### config.mk
export PLATFORM = sky130hd
export DESIGN_NAME = at_response_line_classifier_top
export DESIGN_NICKNAME = d
export VERILOG_FILES = /design/src/atrlc_pkg.sv /design/src/atrlc_core.sv /design/src/atrlc_outreg.sv /design/src/at_response_line_classifier_top.sv
export SDC_FILE = /design/constraint.sdc
export NUM_CORES = 1
export LEC_CHECK = 0
export BUFFER_PORTS_ARGS = -buffer_cell sky130_fd_sc_hd__clkbuf_2
export CAP_MARGIN = 10
export CORE_MARGIN = 2
export CORE_UTILIZATION = 55
export CTS_BUF_LIST = sky130_fd_sc_hd__clkbuf_2 sky130_fd_sc_hd__clkbuf_4 sky130_fd_sc_hd__clkbuf_8
export DETAILED_ROUTE_END_ITERATION = 8
export HOLD_SLACK_MARGIN = 0.1
export PLACE_DENSITY = 0.71
export SETUP_SLACK_MARGIN = 0.02
export SYNTH_ARGS = -nofsm -noshare
export SYNTH_HDL_FRONTEND = slang
export SYNTH_HIERARCHICAL = 1
export SYNTH_SLANG_ARGS = --single-unit
### constraint.sdc
create_clock -name clk_i -period 8.3 [get_ports clk_i]
set_input_delay 1.66 -clock clk_i [delete_from_list [all_inputs] [get_ports clk_i]]
set_output_delay 1.66 -clock clk_i [all_outputs]
set_load 0.005 [all_outputs]
### src/atrlc_pkg.sv
package atrlc_pkg;

  localparam int unsigned PrefixDepth = 6;
  localparam int unsigned LineFillW   = 8;
  localparam int unsigned ReplyFillW  = 10;
  localparam int unsigned TallyW      = 16;

  localparam logic [7:0] ChCr     = 8'h0D;
  localparam logic [7:0] ChLf     = 8'h0A;
  localparam logic [7:0] ChPrompt = 8'h3E;

  localparam logic [TallyW-1:0] TallyMax = {TallyW{1'b1}};

  typedef logic [7:0] char_t;
  typedef char_t [PrefixDepth-1:0] prefix_t;

  localparam prefix_t PatAt    = {8'h00, 8'h00, 8'h00, 8'h00, "T", "A"};
  localparam prefix_t PatAtGmr = {"R", "M", "G", "+", "T", "A"};
  localparam prefix_t PatOk    = {8'h00, 8'h00, 8'h00, 8'h00, "K", "O"};
  localparam prefix_t PatError = {8'h00, "R", "O", "R", "R", "E"};
  localparam prefix_t PatFail  = {8'h00, 8'h00, "L", "I", "A", "F"};

  typedef enum logic [1:0] {
    FINAL_NONE  = 2'd0,
    FINAL_OK    = 2'd1,
    FINAL_ERROR = 2'd2
  } final_e;

  typedef enum logic {
    OP_FEED   = 1'b0,
    OP_FINISH = 1'b1
  } op_e;

  typedef struct packed {
    op_e   op;
    char_t data;
  } item_t;

  typedef struct packed {
    logic [TallyW-1:0] unsol_cnt;
    logic [TallyW-1:0] prompt_cnt;
    logic [TallyW-1:0] echo_cnt;
    logic              overflow;
    logic              complete;
    final_e            final_status;
  } res_t;

  function automatic logic line_is(prefix_t prefix, logic [LineFillW-1:0] fill,
                                   prefix_t pat, logic [LineFillW-1:0] len);
    logic hit;
    hit = (fill == len);
    for (int i = 0; i < PrefixDepth; i++) begin
      if ((LineFillW'(i) < len) && (prefix[i] != pat[i])) begin
        hit = 1'b0;
      end
    end
    return hit;
  endfunction

  function automatic logic [TallyW-1:0] sat_inc(logic [TallyW-1:0] v);
    return (v == TallyMax) ? v : v + TallyW'(1);
  endfunction

endpackage

### src/atrlc_core.sv
module atrlc_core #(
  parameter int unsigned LINE_CAPACITY  = 128,
  parameter int unsigned REPLY_CAPACITY = 512
) (
  input  logic             clk_i,
  input  logic             rst_ni,
  input  logic             en_i,
  input  atrlc_pkg::item_t item_i,
  output atrlc_pkg::res_t  res_o
);
  import atrlc_pkg::*;

  localparam logic [LineFillW-1:0]  LineCap  = LineFillW'(LINE_CAPACITY);
  localparam logic [ReplyFillW-1:0] ReplyCap = ReplyFillW'(REPLY_CAPACITY);

  prefix_t               prefix_q, prefix_d;
  logic [LineFillW-1:0]  line_fill_q, line_fill_d;
  logic [ReplyFillW-1:0] reply_fill_q, reply_fill_d;
  logic                  ovf_q, ovf_d;
  logic                  last_lf_q, last_lf_d;
  final_e                final_q, final_d;
  logic [TallyW-1:0]     echo_q, echo_d;
  logic [TallyW-1:0]     prompt_q, prompt_d;
  logic [TallyW-1:0]     unsol_q, unsol_d;

  logic feed, is_term, do_close;

  always_comb begin
    prefix_d     = prefix_q;
    line_fill_d  = line_fill_q;
    reply_fill_d = reply_fill_q;
    ovf_d        = ovf_q;
    last_lf_d    = last_lf_q;
    final_d      = final_q;
    echo_d       = echo_q;
    prompt_d     = prompt_q;
    unsol_d      = unsol_q;

    feed     = (item_i.op == OP_FEED);
    is_term  = (item_i.data == ChCr) || (item_i.data == ChLf);
    do_close = !feed || is_term;

    if (feed) begin
      if (reply_fill_q < ReplyCap) begin
        reply_fill_d = reply_fill_q + ReplyFillW'(1);
      end else begin
        ovf_d = 1'b1;
      end
      last_lf_d = (item_i.data == ChLf);
      if (item_i.data == ChPrompt) begin
        prompt_d = sat_inc(prompt_q);
      end
      if (!is_term) begin
        if (line_fill_q < LineCap) begin
          if (line_fill_q < LineFillW'(PrefixDepth)) begin
            prefix_d[line_fill_q[2:0]] = item_i.data;
          end
          line_fill_d = line_fill_q + LineFillW'(1);
        end else begin
          ovf_d = 1'b1;
        end
      end
    end

    if (do_close && (line_fill_q != '0)) begin
      line_fill_d = '0;
      if (line_is(prefix_q, line_fill_q, PatAt, LineFillW'(2)) ||
          line_is(prefix_q, line_fill_q, PatAtGmr, LineFillW'(6))) begin
        echo_d = sat_inc(echo_q);
      end else if (prefix_q[0] == ChPrompt) begin
        final_d = final_q;
      end else if (line_is(prefix_q, line_fill_q, PatOk, LineFillW'(2))) begin
        final_d = FINAL_OK;
      end else if (line_is(prefix_q, line_fill_q, PatError, LineFillW'(5)) ||
                   line_is(prefix_q, line_fill_q, PatFail, LineFillW'(4))) begin
        final_d = FINAL_ERROR;
      end else begin
        unsol_d = sat_inc(unsol_q);
      end
    end
  end

  always_ff @(posedge clk_i or negedge rst_ni) begin
    if (!rst_ni) begin
      line_fill_q  <= '0;
      reply_fill_q <= '0;
      ovf_q        <= 1'b0;
      last_lf_q    <= 1'b0;
      final_q      <= FINAL_NONE;
      echo_q       <= '0;
      prompt_q     <= '0;
      unsol_q      <= '0;
    end else if (en_i) begin
      line_fill_q  <= line_fill_d;
      reply_fill_q <= reply_fill_d;
      ovf_q        <= ovf_d;
      last_lf_q    <= last_lf_d;
      final_q      <= final_d;
      echo_q       <= echo_d;
      prompt_q     <= prompt_d;
      unsol_q      <= unsol_d;
    end
  end

  always_ff @(posedge clk_i) begin
    if (en_i) begin
      prefix_q <= prefix_d;
    end
  end

  always_comb begin
    res_o.final_status = final_d;
    res_o.complete     = (final_d != FINAL_NONE) && last_lf_d;
    res_o.overflow     = ovf_d;
    res_o.echo_cnt     = echo_d;
    res_o.prompt_cnt   = prompt_d;
    res_o.unsol_cnt    = unsol_d;
  end

endmodule

### src/atrlc_outreg.sv
module atrlc_outreg (
  input  logic            clk_i,
  input  logic            rst_ni,
  input  logic            load_i,
  input  atrlc_pkg::res_t res_i,
  input  logic            ready_i,
  output logic            valid_o,
  output atrlc_pkg::res_t res_o
);
  import atrlc_pkg::*;

  logic valid_q, valid_d;
  res_t res_q;

  always_comb begin
    valid_d = valid_q;
    if (load_i) begin
      valid_d = 1'b1;
    end else if (ready_i) begin
      valid_d = 1'b0;
    end
  end

  always_ff @(posedge clk_i or negedge rst_ni) begin
    if (!rst_ni) begin
      valid_q <= 1'b0;
    end else begin
      valid_q <= valid_d;
    end
  end

  always_ff @(posedge clk_i) begin
    if (load_i) begin
      res_q <= res_i;
    end
  end

  assign valid_o = valid_q;
  assign res_o   = res_q;

endmodule

### src/at_response_line_classifier_top.sv
// Classifies modem reply bytes into lines and reports a status snapshot per item. Each input
// item (a fed byte, or a finish that closes the pending line) yields exactly one result, which
// is held in the input register, then processed and loaded into the output register, from
// which it is offered. One item is taken every cycle while the result side does not stall:
// an input register feeds a combinational state update and classification against the six
// stored prefix bytes, whose outcome lands in an output register. Backpressure on the result
// side stalls the input only once both registers hold an item.
module at_response_line_classifier_top #(
  parameter int unsigned LINE_CAPACITY  = 128,
  parameter int unsigned REPLY_CAPACITY = 512
) (
  input  logic        clk_i,
  input  logic        rst_ni,
  input  logic        s_axis_tvalid,
  output logic        s_axis_tready,
  input  logic [7:0]  s_axis_tdata,  // [7:0] byte_value
  input  logic [0:0]  s_axis_tuser,  // [0] operation
  output logic        m_axis_tvalid,
  input  logic        m_axis_tready,
  output logic [55:0] m_axis_tdata   // [1:0] final_status, [2] complete, [3] overflow,
                                     // [19:4] echo count, [35:20] prompt count,
                                     // [51:36] unsolicited line count, [55:52] zero
);
  import atrlc_pkg::*;

  logic  in_vld_q, in_vld_d;
  item_t in_item_q;
  logic  advance;
  res_t  core_res, out_res;

  assign advance       = in_vld_q && (!m_axis_tvalid || m_axis_tready);
  assign s_axis_tready = !in_vld_q || advance;

  always_comb begin
    in_vld_d = in_vld_q;
    if (s_axis_tvalid && s_axis_tready) begin
      in_vld_d = 1'b1;
    end else if (advance) begin
      in_vld_d = 1'b0;
    end
  end

  always_ff @(posedge clk_i or negedge rst_ni) begin
    if (!rst_ni) begin
      in_vld_q <= 1'b0;
    end else begin
      in_vld_q <= in_vld_d;
    end
  end

  always_ff @(posedge clk_i) begin
    if (s_axis_tvalid && s_axis_tready) begin
      in_item_q.op   <= op_e'(s_axis_tuser[0]);
      in_item_q.data <= s_axis_tdata;
    end
  end

  atrlc_core #(
    .LINE_CAPACITY  (LINE_CAPACITY),
    .REPLY_CAPACITY (REPLY_CAPACITY)
  ) u_core (
    .clk_i  (clk_i),
    .rst_ni (rst_ni),
    .en_i   (advance),
    .item_i (in_item_q),
    .res_o  (core_res)
  );

  atrlc_outreg u_outreg (
    .clk_i   (clk_i),
    .rst_ni  (rst_ni),
    .load_i  (advance),
    .res_i   (core_res),
    .ready_i (m_axis_tready),
    .valid_o (m_axis_tvalid),
    .res_o   (out_res)
  );

  assign m_axis_tdata = {4'b0000, out_res};

endmodule

# [Yosys cells after proc, flatten, opt, wreduce, memory -nomap -nowiden]
# Cells that the tools add are included.
[word_totals] reg_bits=181 input_bits=13 out_inout_bits=58 elab_cells=152
[classes] addsub=5 n_lt_le_gt_ge=5 eq_ne=30 mux=65 bitwise=2 reduce_logical=21
[op_table] operator="16-bit 2-to-1 mux" n=12
[op_table] operator="8-bit by 7-bit inequality test with 1-bit output, second input constant" n=16
[op_table] operator="16-bit by 1-bit adder with 16-bit output, second input constant" n=3
[op_table] operator="48-bit bitwise mux" n=1
[op_table] operator="16-bit == test, second input constant" n=3
[op_table] operator="1-bit 2-to-1 mux" n=41
[op_table] operator="8-bit 2-to-1 mux" n=5
[op_table] operator="8-bit demux with 3-bit select" n=1
[op_table] operator="8-bit by 3-bit == test with 1-bit output, second input constant" n=3
[op_table] operator="8-bit by 4-bit == test with 1-bit output, second input constant" n=2
[op_table] operator="8-bit by 6-bit == test with 1-bit output, second input constant" n=2
[op_table] operator="10-bit by 1-bit adder with 10-bit output, second input constant" n=1
[op_table] operator="10-bit < comparator, second input constant" n=1
[op_table] operator="2-bit 2-to-1 mux" n=5
[op_table] operator="8-bit by 1-bit adder with 8-bit output, second input constant" n=1
[op_table] operator="8-bit by 2-bit == test with 1-bit output, second input constant" n=1
[op_table] operator="8-bit by 3-bit < comparator with 1-bit output, second input constant" n=1
[op_table] operator="8-bit < comparator, second input constant" n=1
[op_table] operator="8-bit by 6-bit inequality test with 1-bit output, second input constant" n=1
[op_table] operator="2-bit nonzero test" n=4
[op_table] operator="8-bit nonzero test" n=1
[op_table] operator="1-bit logical OR" n=6
[op_table] operator="1-bit logical AND" n=5
[op_table] operator="5-bit AND reduction" n=1
[op_table] operator="other kinds (8)" n=10

# [Depth between registers and ports, before layout]
# Gate-level depths: netlist (run 1).
[depth] ltp_word=23 ltp_mapped=11 depth_no_buf=9

# [By module]
# Netlist (run 1), hierarchy kept.
[modules_own_cells] mod="atrlc_core" n_inst=1 cells_each=565 area_each_um2=6279.8 seq_area_each_um2=3193.1
[modules_own_cells] mod="atrlc_outreg" n_inst=1 cells_each=55 area_each_um2=1597.8 seq_area_each_um2=1586.5
[modules_own_cells] mod="at_response_line_classifier_top" n_inst=1 cells_each=20 area_each_um2=375.4 seq_area_each_um2=295.3

# [Worst setup path after synthesis (run 1)]
# Ideal clock, no wire load.
[synth_path] path_kind="in2reg" startpoint="input m_axis_tready" endpoint="register u_core/prefix_q[0] in the netlist's numbering, enable pin" setup_ns=0.385 t_arrival_ns=7.399 t_required_ns=7.915 slack_ns=0.516 path_stages=7 n_path_buf=1 cell_sequence="inv_1 -> a21boi_0 -> buf_6 -> nand2_1 -> a2111oi_0 -> and2_1 -> nor3b_1"
[synth_between] elab_chain_len=3
[synth_rtl] element="from (decl)" line="at_response_line_classifier_top.sv:19" source="input logic m_axis_tready,"
[synth_rtl] element="1-bit logical OR" line="at_response_line_classifier_top.sv:31" source="assign advance = in_vld_q && (!m_axis_tvalid || m_axis_tready);"
[synth_rtl] element="1-bit logical AND" line="at_response_line_classifier_top.sv:31"
[synth_rtl] element="net advance" line="at_response_line_classifier_top.sv:28" source="logic advance;"
[synth_rtl] element="5-bit AND reduction (no line)"
[synth_rtl] element="to (signal assigned)" line="atrlc_core.sv:107" source="prefix_q <= prefix_d;"
[synth_rtl] element="to (decl)" line="atrlc_core.sv:16" source="prefix_t prefix_q, prefix_d;"
# The timed path passes the listed nets, and every way through them passes these cells.
# A chain may end at the register's enable or synchronous reset.

# [Worst setup path after layout (run 1)]
[layout_path] startpoint="input m_axis_tready" endpoint="register u_core/prefix_q[18] in the netlist's numbering, enable pin"
# The elaborated chain is that of the path after synthesis.

==> summary.md, run 1 <==
| Metric | Value |
|---|---|
| Run status | `finished clean` |
| Number of fill cells in the layout | `about 1100` |
| Worst Setup Start Kind | `input port` |
| Element type at the critical path end | `flip-flop` |
| Number of library cell types mapped by synthesis | `68` |
| Worst reg2reg path depth | `7` |
| Warning count from the yosys run | `6` |
| Cell at the root of the clock tree | `sky130_fd_sc_hd__clkbuf_8` |
| Syn Std Cell Area | `8250 sq um` |
| Setup slack, reg-to-reg | `4.62 ns` |
| Setup Fix Bufs, Post-CTS | `0` |
| Total global-route track usage | `about a fifth` |
| Max-cap violation count | `0` |
| Number of antenna violations at the first check in global routing | `0` |
| Pin slew with the least headroom to its limit | `1.12 ns` |
| Maximum net fanout on the critical path | `11` |
| Final core utilization | `62.1%` |
| Power per standard cell area | `211 nW/um^2` |
| Vias in the first global route | `5065` |
| Antenna-violating nets left | `0` |
| Via Count | `5151` |
| Sum of routed wire length over all layers | `15000 um` |
| Post-DP HPWL | `10000 um` |
| Post-CTS Resized | `0` |
| Maximum number of pins on one net before global-route repair | `73` |
| Met3 routed wirelength | `617 um` |
| Met1 wire length | `6820 um` |
| Leakage | `around 3.7 nW` |
| Number of port buffers | `66` |
| Most common flop cell mapped by yosys | `sky130_fd_sc_hd__edfxtp_1` |
| Overall overflow remaining after global route | `0` |
| Ranking of synthesized cells by area | `sky130_fd_sc_hd__edfxtp_1 (40%), sky130_fd_sc_hd__dfrtp_1 (22%), sky130_fd_sc_hd__xnor2_1 (5.5%)` |
| Gate Count Post-Synth | `640` |
| Number of cells on the worst hold path | `1` |
| Timing-limited maximum frequency | `245 MHz` |
| Setup repair after global routing missed its margin | `no` |
| Starting DRT DRC Count | `520` |
| Number of synthesized register bits | `181` |
| First-pass GRT wire length | `approximately 25000 um` |
| Final cell count without fillers | `around 900` |
| Clock H-tree levels | `4` |
| Terminating pin of the worst hold path | `u_core/reply_fill_q[6]` |
| Count of clock tree sinks | `181` |
| Reg-to-Reg Start | `in_item_q[2]` |
| Num rows | `between 40 and 50` |
| Clock buffers created by TritonCTS | `17` |
| Clock latency at the later pin of the worst-skew pair | `0.46 ns` |
| Amount of wire on met2 after detailed routing | `7320 um` |
| Diode count | `0` |
| Number of placed instances, taps included | `slightly below 900` |
| Hold buffers post-CTS | `0` |
| Number of flops mapped to enable cells by yosys | `109` |
| Die area | `~16000 sq um` |
| TritonCTS clock tree | `done` |
| Detailed-route wire length per cell | `roughly 17 um` |
| Number of endpoints with negative hold slack in the final report | `0` |
| Pre-antenna DRT Iters | `5` |
| I/O pins | `71` |
| Share of synthesized registers carrying an async set or reset | `~40%` |
| Total setup violations reported at the end of the flow | `0` |
| Initial core utilization | `between 50 and 60%` |
| Clock transition time at the flip-flop clock pins of the worst setup and hold paths | `around 0.08 ns` |
| Worst min-delay path class | `flip-flop to flip-flop` |
| Highest routed metal layer | `met4` |
| Setup Total Neg Slack | `0 ns` |
| Post-route DRC violation count | `0` |
| Final layout net count | `726` |
| Cell type with the highest aggregate area in the netlist | `sky130_fd_sc_hd__edfxtp_1` |
| Floorplan die height | `126 um` |
| P&R area growth vs syn | `9.79%` |
| Worst slew margin relative to its limit | `25.0%` |
| Required arrival time at the worst endpoint | `8.37 ns` |
| Hold_sp | `u_core/reply_fill_q[6]` |
| Post-detailed-route via-to-cell ratio | `5.71` |
| Die Width | `126 um` |
| Syn avg cell area | `12.9 sq um` |
| Maximum vdd ir drop | `about 0.11 mV` |
| Number of buffers on the longest clock path | `2` |
| Final critical-path required period | `4.08 ns` |
| Area of the placeable core | `between 10000 and 15000 sq um` |
| Share of post-route cells with drive strength above 1 | `about a fifth` |
| Critical Setup Path Class | `input port to flip-flop` |
| Worst clock skew | `0.0100 ns` |
| Total count of max-transition violations in the final report | `0` |
| Final period utilization | `between 40% and 50%` |
| RR Endpoint | `u_outreg/res_o[37]` |
| Share of the synthesized area in the top cell type | `between 30 and 40%` |
| Hold WS | `0.469 ns` |
| Crit path arrival time | `4.15 ns` |
| Seq/Total Area, Yosys | `61.5%` |
| Gp weighted congestion | `0.840` |
[state kept, by name (all words and copies together) (netlist names)]
signal               cells
u_core/line_fill_q       8
u_outreg/res_o          52
u_core/prompt_q         16
in_vld_q                 1
u_core/reply_fill_q     10
u_core/last_lf_q         1
u_core/unsol_q          16
u_core/echo_q           16
u_core/ovf_q             1
in_item_q                9
u_core/final_q           2
u_outreg/valid_o         1
u_core/prefix_q         48
[power by group]
group          switching [mW]  internal [mW]
registers              0.0760           1.05
logic                   0.136         0.0921
clock network           0.289          0.267
total                   0.501           1.41
[per-layer routing]
metal  up-vias  track usage, %
met5         -               0
met4         0            6.72
met3        15            3.96
li1       2456               -
met2       123            31.8
met1      2557            26.2
[cell usage after synthesis, types with 4 or more instances]
library cell and count:
sky130_fd_sc_hd__xor2_1 27, sky130_fd_sc_hd__and2_1 6, sky130_fd_sc_hd__nand4b_1 4, sky130_fd_sc_hd__nor3b_1 4, sky130_fd_sc_hd__and4_1 5, sky130_fd_sc_hd__buf_4 5, sky130_fd_sc_hd__nor2_2 4, sky130_fd_sc_hd__edfxtp_1 109
sky130_fd_sc_hd__nor2_1 40, sky130_fd_sc_hd__a31oi_1 6, sky130_fd_sc_hd__nor4_1 7, sky130_fd_sc_hd__buf_2 7, sky130_fd_sc_hd__ha_1 8, sky130_fd_sc_hd__inv_1 10, sky130_fd_sc_hd__nor3_1 10, sky130_fd_sc_hd__clkbuf_1 8
sky130_fd_sc_hd__nor4b_1 5, sky130_fd_sc_hd__nand3_1 38, sky130_fd_sc_hd__nand4_1 24, sky130_fd_sc_hd__xnor2_1 52, sky130_fd_sc_hd__nand2_1 49, sky130_fd_sc_hd__nand3b_1 4, sky130_fd_sc_hd__a21oi_1 12, sky130_fd_sc_hd__dfrtp_1 72
sky130_fd_sc_hd__and3_1 30, sky130_fd_sc_hd__nand2b_1 4, sky130_fd_sc_hd__mux2_2 20
[logic make-up after synthesis]
logic type                 count (synthesis)  share of synthesized area [%]
and+or+nand+nor                          270                           19.0
DFF                                      181                           61.5
xor gates and xnor gates                  79                           8.38
AOI/OAI and AO/OA                         44                           4.53
buffers and inverters                     35                           2.32
muxes                                     22                           3.05
adders and majority gates                  8                           1.21
other                                      1                         0.0454
[worst max path at each step]
| stage | start | cells past startpoint | slack [ns] | end |
|---|---|---|---|---|
| 6_report | m_axis_tready | 7 | 4.22 | u_core/prefix_q[18] |
| 3_5_place_dp | m_axis_tready | 7 | 3.72 | u_core/prefix_q[43] |
| 4_1_cts | m_axis_tready | 7 | 4.22 | u_core/prefix_q[47] |
| 2_1_floorplan | m_axis_tready | 7 | 0.52 | u_core/prefix_q[0] |
| 5_1_grt | m_axis_tready | 7 | 3.96 | u_core/prefix_q[2] |
| 3_3_place_gp | m_axis_tready | 7 | 3.83 | u_core/prefix_q[16] |
[critical path, cell delays in order]
cell,delay [ns]
sky130_fd_sc_hd__clkbuf_2,0.10
sky130_fd_sc_hd__inv_1,0.07
sky130_fd_sc_hd__a21boi_4,0.40
sky130_fd_sc_hd__nand2_1,0.31
sky130_fd_sc_hd__a2111oi_0,0.47
sky130_fd_sc_hd__and2_1,0.23
sky130_fd_sc_hd__nor3b_1,0.91
[layout by cell type (no fill, tap or decap), types with 8 or more instances in the layout]
cell type | Yosys | final
sky130_fd_sc_hd__clkbuf_8 | 1 | 17
sky130_fd_sc_hd__nand2_1 | 49 | 49
sky130_fd_sc_hd__mux2_2 | 20 | 20
sky130_fd_sc_hd__nor3_1 | 10 | 10
sky130_fd_sc_hd__edfxtp_1 | 109 | 109
sky130_fd_sc_hd__inv_1 | 10 | 10
sky130_fd_sc_hd__dfrtp_1 | 72 | 72
sky130_fd_sc_hd__nand4_1 | 24 | 24
sky130_fd_sc_hd__nor2_1 | 40 | 40
sky130_fd_sc_hd__xnor2_1 | 52 | 52
sky130_fd_sc_hd__and3_1 | 30 | 30
sky130_fd_sc_hd__ha_1 | 8 | 8
sky130_fd_sc_hd__clkbuf_2 | 0 | 65
sky130_fd_sc_hd__xor2_1 | 27 | 27
sky130_fd_sc_hd__a21oi_1 | 12 | 12
sky130_fd_sc_hd__nand3_1 | 38 | 38
[per-stage QoR]
stage / setup slack (ns) / area, sq um / total power [mW]
floorplan: 0.516 / 8260 / 1.30
finish: 4.22 / 9060 / 1.91
global route: 3.96 / 9060 / 2.00
detailed placement: 3.72 / 8700 / 1.37
CTS: 4.22 / 9060 / 1.93
global placement: 3.83 / 8700 / 1.36
[cell type report]
class	count	area, sq um	share of cell area, %
well taps	184	230	2.54
inverters	10	37.5	0.414
clock buffers	19	249	2.75
clock inverters	13	115	1.27
flip-flops and latches	181	5070	56.0
multi-input cells	427	3010	33.2
repair buffers	68	345	3.81
No activity file was read; power rests on OpenSTA's default activity.
==> inputs of run 2 (changes only) <==
PLACE_DENSITY = 0.74   (was 0.71)
clock period = 3.65 ns   (was 8.3 ns; I/O delays follow)
==> summary.md, run 2 (synthesis results as in run 1) <==
| Metric | Value |
|---|---|
| Timing-limited maximum frequency | `297 MHz` |
| Final critical-path required period | `around 3.4 ns` |
| Number of endpoints with negative hold slack in the final report | `0 (unchanged)` |
| Crit path arrival time | `3.58 ns (was 4.15 ns)` |
| First-pass GRT wire length | `25000 um (was 24700 um)` |
| Minimum setup slack in the final design | `0.281 ns (was 4.22 ns)` |
| Pre-antenna DRT Iters | `5 (unchanged)` |
| Final layout net count | `739 (was 726)` |
| Number of buffers on the longest clock path | `2 (unchanged)` |
| Share of post-route cells with drive strength above 1 | `23.0% (was 20.6%)` |
| Gp weighted congestion | `0.852 (was 0.840)` |
| Pin slew with the least headroom to its limit | `0.949 ns (was 1.12 ns)` |
| Fraction of power consumed by sequential logic | `56.3% (was 58.9%)` |
| Worst slew margin relative to its limit | `36.7% (was 25.0%)` |
| Setup Fix Bufs, Post-CTS | `0 (unchanged)` |
| Number of placed instances, taps included | `883 (was 870)` |
| Clock transition time at the flip-flop clock pins of the worst setup and hold paths | `0.09 ns (was 0.08 ns)` |
| Clock latency at the later pin of the worst-skew pair | `0.46 ns (about the same)` |
| Max-cap violation count | `0 (unchanged)` |
| Critical Setup Path Class | `flip-flop to flip-flop (was input port to flip-flop)` |
| Clock buffers created by TritonCTS | `17 (unchanged)` |
| I/O pins | `71 (unchanged)` |
| Sw frac | `27.3% (was 26.3%)` |
| Post-route DRC violation count | `0 (unchanged)` |
| TritonCTS clock tree | `done (unchanged)` |
| Max FFs per register | `52 (unchanged)` |
| Antenna-violating nets left | `0 (unchanged)` |
| Hold buffers post-CTS | `0 (unchanged)` |
| Total setup violations reported at the end of the flow | `0 (unchanged)` |
| Power per standard cell area | `487 nW/um^2 (was 211 nW/um^2)` |
| Die area | `16000 sq um (unchanged)` |
| Total count of max-transition violations in the final report | `0 (unchanged)` |
| Diode count | `0 (unchanged)` |
| Maximum number of pins on one net before global-route repair | `73 (unchanged)` |
| Power dissipated by switching net loads | `1.23 mW (was 501 uW)` |
| Overall power of the completed layout | `4.49 mW (was 1.91 mW)` |
| Starting DRT DRC Count | `364 (was 520)` |
| Number of port buffers | `66 (unchanged)` |
| Total global-route track usage | `19.6% (was 19.5%)` |
| Final cell count without fillers | `915 (was 902)` |
| Run status | `finished clean (unchanged)` |
| Worst Setup Start Kind | `flip-flop (was input port)` |
| Internal | `3.26 mW (was 1.41 mW)` |
| Element type at the critical path end | `flip-flop (unchanged)` |
| Setup Total Neg Slack | `0 ns (unchanged)` |
| Count of clock tree sinks | `181 (unchanged)` |
| Number of antenna violations at the first check in global routing | `0 (unchanged)` |
| Most used cells in the layout excluding fill and tap cells | `sky130_fd_sc_hd__edfxtp_1 (109), sky130_fd_sc_hd__dfrtp_1 (72), sky130_fd_sc_hd__clkbuf_2 (65) (unchanged)` |
| Overall overflow remaining after global route | `0 (unchanged)` |
| Leakage | `3.83 nW (was 3.74 nW)` |
| Maximum vdd ir drop | `0.362 mV (was 0.105 mV)` |
| Maximum net fanout on the critical path | `24 (was 11)` |
| Post-detailed-route via-to-cell ratio | `5.67 (was 5.71)` |
| P&R area growth vs syn | `11.7% (was 9.79%)` |
| Final period utilization | `92.3%` |
| Power share of the combinational group | `12.8% (was 12.0%)` |
| Via Count | `5192 (was 5151)` |
| Required arrival time at the worst endpoint | `3.86 ns (was 8.37 ns)` |
| Post-CTS Resized | `0 (unchanged)` |
| Setup repair after global routing missed its margin | `no (unchanged)` |
| Clock H-tree levels | `4 (unchanged)` |
| Floorplan die height | `126 um (unchanged)` |
| Sum of routed wire length over all layers | `15000 um (about the same)` |
| Detailed-route wire length per cell | `16.4 um (was 16.6 um)` |
| Total placed instance area | `8810 sq um (was 8700 sq um)` |
| Post-route cell area | `9220 sq um (was 9060 sq um)` |
| Die Width | `126 um (unchanged)` |
| Worst clock skew | `0.00916 ns (was 0.0100 ns)` |
| Initial core utilization | `56.6% (unchanged)` |
| Clock power frac | `30.9% (was 29.1%)` |
| Num rows | `44 (unchanged)` |
| Cell at the root of the clock tree | `sky130_fd_sc_hd__clkbuf_8 (unchanged)` |
| Vias in the first global route | `5190 (was 5065)` |
| Worst min-delay path class | `input port to flip-flop (was flip-flop to flip-flop)` |
| Most common cell after layout, fill and taps aside | `sky130_fd_sc_hd__edfxtp_1 (unchanged)` |
| Area of the placeable core | `14600 sq um (unchanged)` |
| Post-DP HPWL | `10500 um (was 10000 um)` |
| DP Worst Slack | `0.342 ns (was 3.72 ns)` |
run 2: worst paths after layout:
kind / start / end / slack, ns / cells after the start
setup reg to reg: in_item_q[0] / u_outreg/res_o[43] / 0.28 / 8
setup / recovery: in_item_q[0] / u_outreg/res_o[43] / 0.28 / 8
min in group asynchronous: rst_ni / u_core/unsol_q[2] / 0.48 / 2
hold / removal: s_axis_tdata[6] / in_item_q[6] / 0.43 / 1
max in group asynchronous: rst_ni / u_core/prompt_q[5] / 2.54 / 2
hold reg to reg: u_core/reply_fill_q[6] / u_core/reply_fill_q[6] / 0.48 / 1
run 2: power groups by stage:
stage / logic (mW) / clock network, mW / registers [mW]
final: 0.574 / 1.39 / 2.53
after global routing: 0.640 / 1.50 / 2.55
after detailed placement: 0.577 / 0 / 2.57
after CTS: 0.578 / 1.43 / 2.53
after floorplan: 0.398 / 0 / 2.55
after global placement: 0.559 / 0 / 2.56
run 2: routing by layer:
layer | share of wire [%] | GRT usage, %
met5 | 0 | 0
met2 | 50 | 32.7
met4 | 1.5 | 7.63
met3 | 3.6 | 4.43
met1 | 45 | 25.1
run 2: layout make-up:
cell class                      count  area [sq um]
Fill cell                        1091          5370
Sequential cell                   181          5070
Multi-Input combinational cell    427          3020
Timing Repair Buffer               81           443
Clock buffer                       18           248
Tap cell                          184           230
Clock inverter                     14           161
Inverter                           10          37.5
run 2: worst max-delay path: stages (launching register included):
cell,delay (ns)
sky130_fd_sc_hd__edfxtp_1,0.51
sky130_fd_sc_hd__or3b_4,0.47
sky130_fd_sc_hd__a2111oi_4,0.52
sky130_fd_sc_hd__o21ai_2,0.18
sky130_fd_sc_hd__nor2_1,0.14
sky130_fd_sc_hd__and4b_1,0.75
sky130_fd_sc_hd__buf_4,0.29
sky130_fd_sc_hd__nand3_1,0.11
sky130_fd_sc_hd__xnor2_1,0.15
run 2: per-stage QoR:
stage                     utilization [%]  hold slack [ns]
final                                63.2            0.434
after global routing                 63.2            0.405
after CTS                            63.2            0.402
after detailed placement             60.4            0.463
after global placement               60.4            0.448
after floorplan                         -            0.434
==> inputs of run 3 (changes only) <==
PLACE_DENSITY = 0.71   (was 0.74)
clock period = 4.25 ns   (was 3.65 ns; I/O delays follow)
==> summary.md, run 3 (synthesis results as in run 1) <==
| Metric | Value |
|---|---|
| Run status | `finished clean (unchanged)` |
| Post-route DRC violation count | `0 (unchanged)` |
| Element type at the critical path end | `flip-flop (unchanged)` |
| Maximum vdd ir drop | `0.363 mV (was 0.362 mV)` |
| Power per standard cell area | `421 nW/um^2 (was 487 nW/um^2)` |
| Sum of routed wire length over all layers | `15100 um (was 15000 um)` |
| Worst min-delay path class | `flip-flop to flip-flop (was input port to flip-flop)` |
| Setup Fix Bufs, Post-CTS | `0 (unchanged)` |
| Num rows | `44 (unchanged)` |
| Total global-route track usage | `19.7% (was 19.6%)` |
| Total count of max-transition violations in the final report | `0 (unchanged)` |
| Number of antenna violations at the first check in global routing | `0 (unchanged)` |
| Crit path arrival time | `3.39 ns (was 3.58 ns)` |
| First-pass GRT wire length | `24900 um (was 25000 um)` |
| Cell breakdown of the critical path | `or3b_4 -> a2111oi_4 -> o21ai_2 -> nor2_1 -> and4b_1 -> buf_4 -> nand3_1 -> a22o_1 (was or3b_4 -> a2111oi_4 -> o21ai_2 -> nor2_1 -> and4b_1 -> buf_4 -> nand3_1 -> xnor2_1)` |
| Clock latency at the later pin of the worst-skew pair | `0.46 ns (about the same)` |
| Worst path max stage delay | `0.54 ns (was 0.75 ns)` |
| Max-cap violation count | `0 (unchanged)` |
| Total placed instance area | `8760 sq um (was 8810 sq um)` |
| Leakage | `3.81 nW (was 3.83 nW)` |
| Antenna-violating nets left | `0 (unchanged)` |
| Timing-limited maximum frequency | `316 MHz (was 297 MHz)` |
| Footprint of the multi-input gates | `3010 sq um (was 3020 sq um)` |
| Number of endpoints with negative hold slack in the final report | `0 (unchanged)` |
| Die Width | `126 um (unchanged)` |
| Floorplan die height | `126 um (unchanged)` |
| Clock buffers created by TritonCTS | `17 (unchanged)` |
| Setup repair after global routing missed its margin | `no (unchanged)` |
| Pin slew with the least headroom to its limit | `0.957 ns (was 0.949 ns)` |
| P&R area growth vs syn | `11.3% (was 11.7%)` |
| Gp weighted congestion | `0.819 (was 0.852)` |
| Share of post-route cells with drive strength above 1 | `22.1% (was 23.0%)` |
| Post-detailed-route via-to-cell ratio | `5.69 (was 5.67)` |
| Setup Total Neg Slack | `0 ns (unchanged)` |
| Worst slew margin relative to its limit | `36.2% (was 36.7%)` |
| Final critical-path required period | `3.17 ns (was 3.37 ns)` |
| Number of fill cells in the layout | `1097 (was 1091)` |
| Maximum number of pins on one net before global-route repair | `73 (unchanged)` |
| Count of clock tree sinks | `181 (unchanged)` |
| Post-route cell area | `9190 sq um (was 9220 sq um)` |
| Minimum setup slack in the final design | `1.08 ns (was 0.281 ns)` |
| Vias in the first global route | `5060 (was 5190)` |
| Via Count | `5182 (was 5192)` |
| I/O pins | `71 (unchanged)` |
| Worst Setup Start Kind | `flip-flop (unchanged)` |
| Sequential cell area | `5070 sq um (unchanged)` |
| Worst clock skew | `0.0142 ns (was 0.00916 ns)` |
| Final period utilization | `74.5% (was 92.3%)` |
| Hold buffers post-CTS | `0 (unchanged)` |
| Die area | `16000 sq um (unchanged)` |
| Diode count | `0 (unchanged)` |
| Overall overflow remaining after global route | `0 (unchanged)` |
| Number of port buffers | `66 (unchanged)` |
| Detailed-route wire length per cell | `16.6 um (was 16.4 um)` |
| DP Worst Slack | `1.08 ns (was 0.342 ns)` |
| Starting DRT DRC Count | `524 (was 364)` |
| Critical Setup Path Class | `flip-flop to flip-flop (unchanged)` |
| Post-DP HPWL | `10500 um (about the same)` |
| Number of buffers on the longest clock path | `2 (unchanged)` |
| Post-CTS Resized | `0 (unchanged)` |
| Area of the placeable core | `14600 sq um (unchanged)` |
| Required arrival time at the worst endpoint | `4.47 ns (was 3.86 ns)` |
| Maximum net fanout on the critical path | `22 (was 24)` |
| Most common cell after layout, fill and taps aside | `sky130_fd_sc_hd__edfxtp_1 (unchanged)` |
| TritonCTS clock tree | `done (unchanged)` |
| Clock H-tree levels | `4 (unchanged)` |
| Pre-antenna DRT Iters | `5 (unchanged)` |
| Number of cells on the worst hold path | `1 (unchanged)` |
| Max FFs per register | `52 (unchanged)` |
| Final core utilization | `63.0% (was 63.2%)` |
| Hold WS | `0.475 ns (was 0.434 ns)` |
| Crit path max-delay cell type | `sky130_fd_sc_hd__edfxtp_1 (was sky130_fd_sc_hd__and4b_1)` |
| Clock transition time at the flip-flop clock pins of the worst setup and hold paths | `0.10 ns (was 0.09 ns)` |
| Final layout net count | `735 (was 739)` |
| Initial core utilization | `56.6% (unchanged)` |
| Total setup violations reported at the end of the flow | `0 (unchanged)` |
| Cell at the root of the clock tree | `sky130_fd_sc_hd__clkbuf_8 (unchanged)` |
| Most used cells in the layout excluding fill and tap cells | `sky130_fd_sc_hd__edfxtp_1 (109), sky130_fd_sc_hd__dfrtp_1 (72), sky130_fd_sc_hd__clkbuf_2 (65) (unchanged)` |
| Worst reg2reg path depth | `8 (unchanged)` |
run 3: cell types whose count changed in the layout (fill, tap and decap cells not counted), moves of 2 or more:
cell                      before  now
sky130_fd_sc_hd__nor3b_2       3    0
sky130_fd_sc_hd__inv_4         2    0
sky130_fd_sc_hd__inv_6         7    5
sky130_fd_sc_hd__inv_8         1    4
sky130_fd_sc_hd__nor3b_1       1    4
sky130_fd_sc_hd__buf_4        15   11
run 3: final timing paths:
check                                  startpoint                      to  slack (ns)
max                                  in_item_q[0]      u_outreg/res_o[49]        1.08
min                        u_core/reply_fill_q[8]  u_core/reply_fill_q[8]        0.47
max reg2reg                          in_item_q[0]      u_outreg/res_o[49]        1.08
min reg2reg                u_core/reply_fill_q[8]  u_core/reply_fill_q[8]        0.47
max in group asynchronous                  rst_ni       u_core/final_q[0]        3.02
min in group asynchronous                  rst_ni       u_core/unsol_q[7]        0.61
run 3: routing by layer:
layer / global-route usage (%) / vias up / wire [um]
li1: - / 2486 / -
met1: 26.6 / 2537 / 6850
met2: 31.4 / 137 / 7290
met3: 4.98 / 22 / 745
met4: 7.11 / 0 / 253
met5: 0 / - / 0
run 3: final cells by class:
type,instances,area share (%)
sequential,181,55.2
tap,184,2.51
inverter,10,0.409
multi-input combinational,427,32.8
clock inverter,14,1.97
timing repair buffer,77,4.49
clock buffer,18,2.63
run 3: report_power, final:
| part | internal [mW] | switching (mW) |
|---|---|---|
| registers | 2.05 | 0.144 |
| clock network | 0.559 | 0.654 |
| logic | 0.193 | 0.271 |
run 3: metrics by stage:
| stage | total power, mW | instances |
|---|---|---|
| after CTS | 3.91 | 911 |
| final | 3.87 | 911 |
| after global routing | 4.07 | 911 |
| after floorplan | 2.52 | 643 |
| after global placement | 2.67 | 879 |
| after detailed placement | 2.70 | 879 |
run 3: critical path, delay by kind of cell, from the launching register on:
family / cells / cell delay, ns
buffers and inverters: 1 / 0.32
AND/OR/NAND/NOR: 4 / 1.18
flip-flops: 1 / 0.54
AO/OA/AOI/OAI: 3 / 0.90
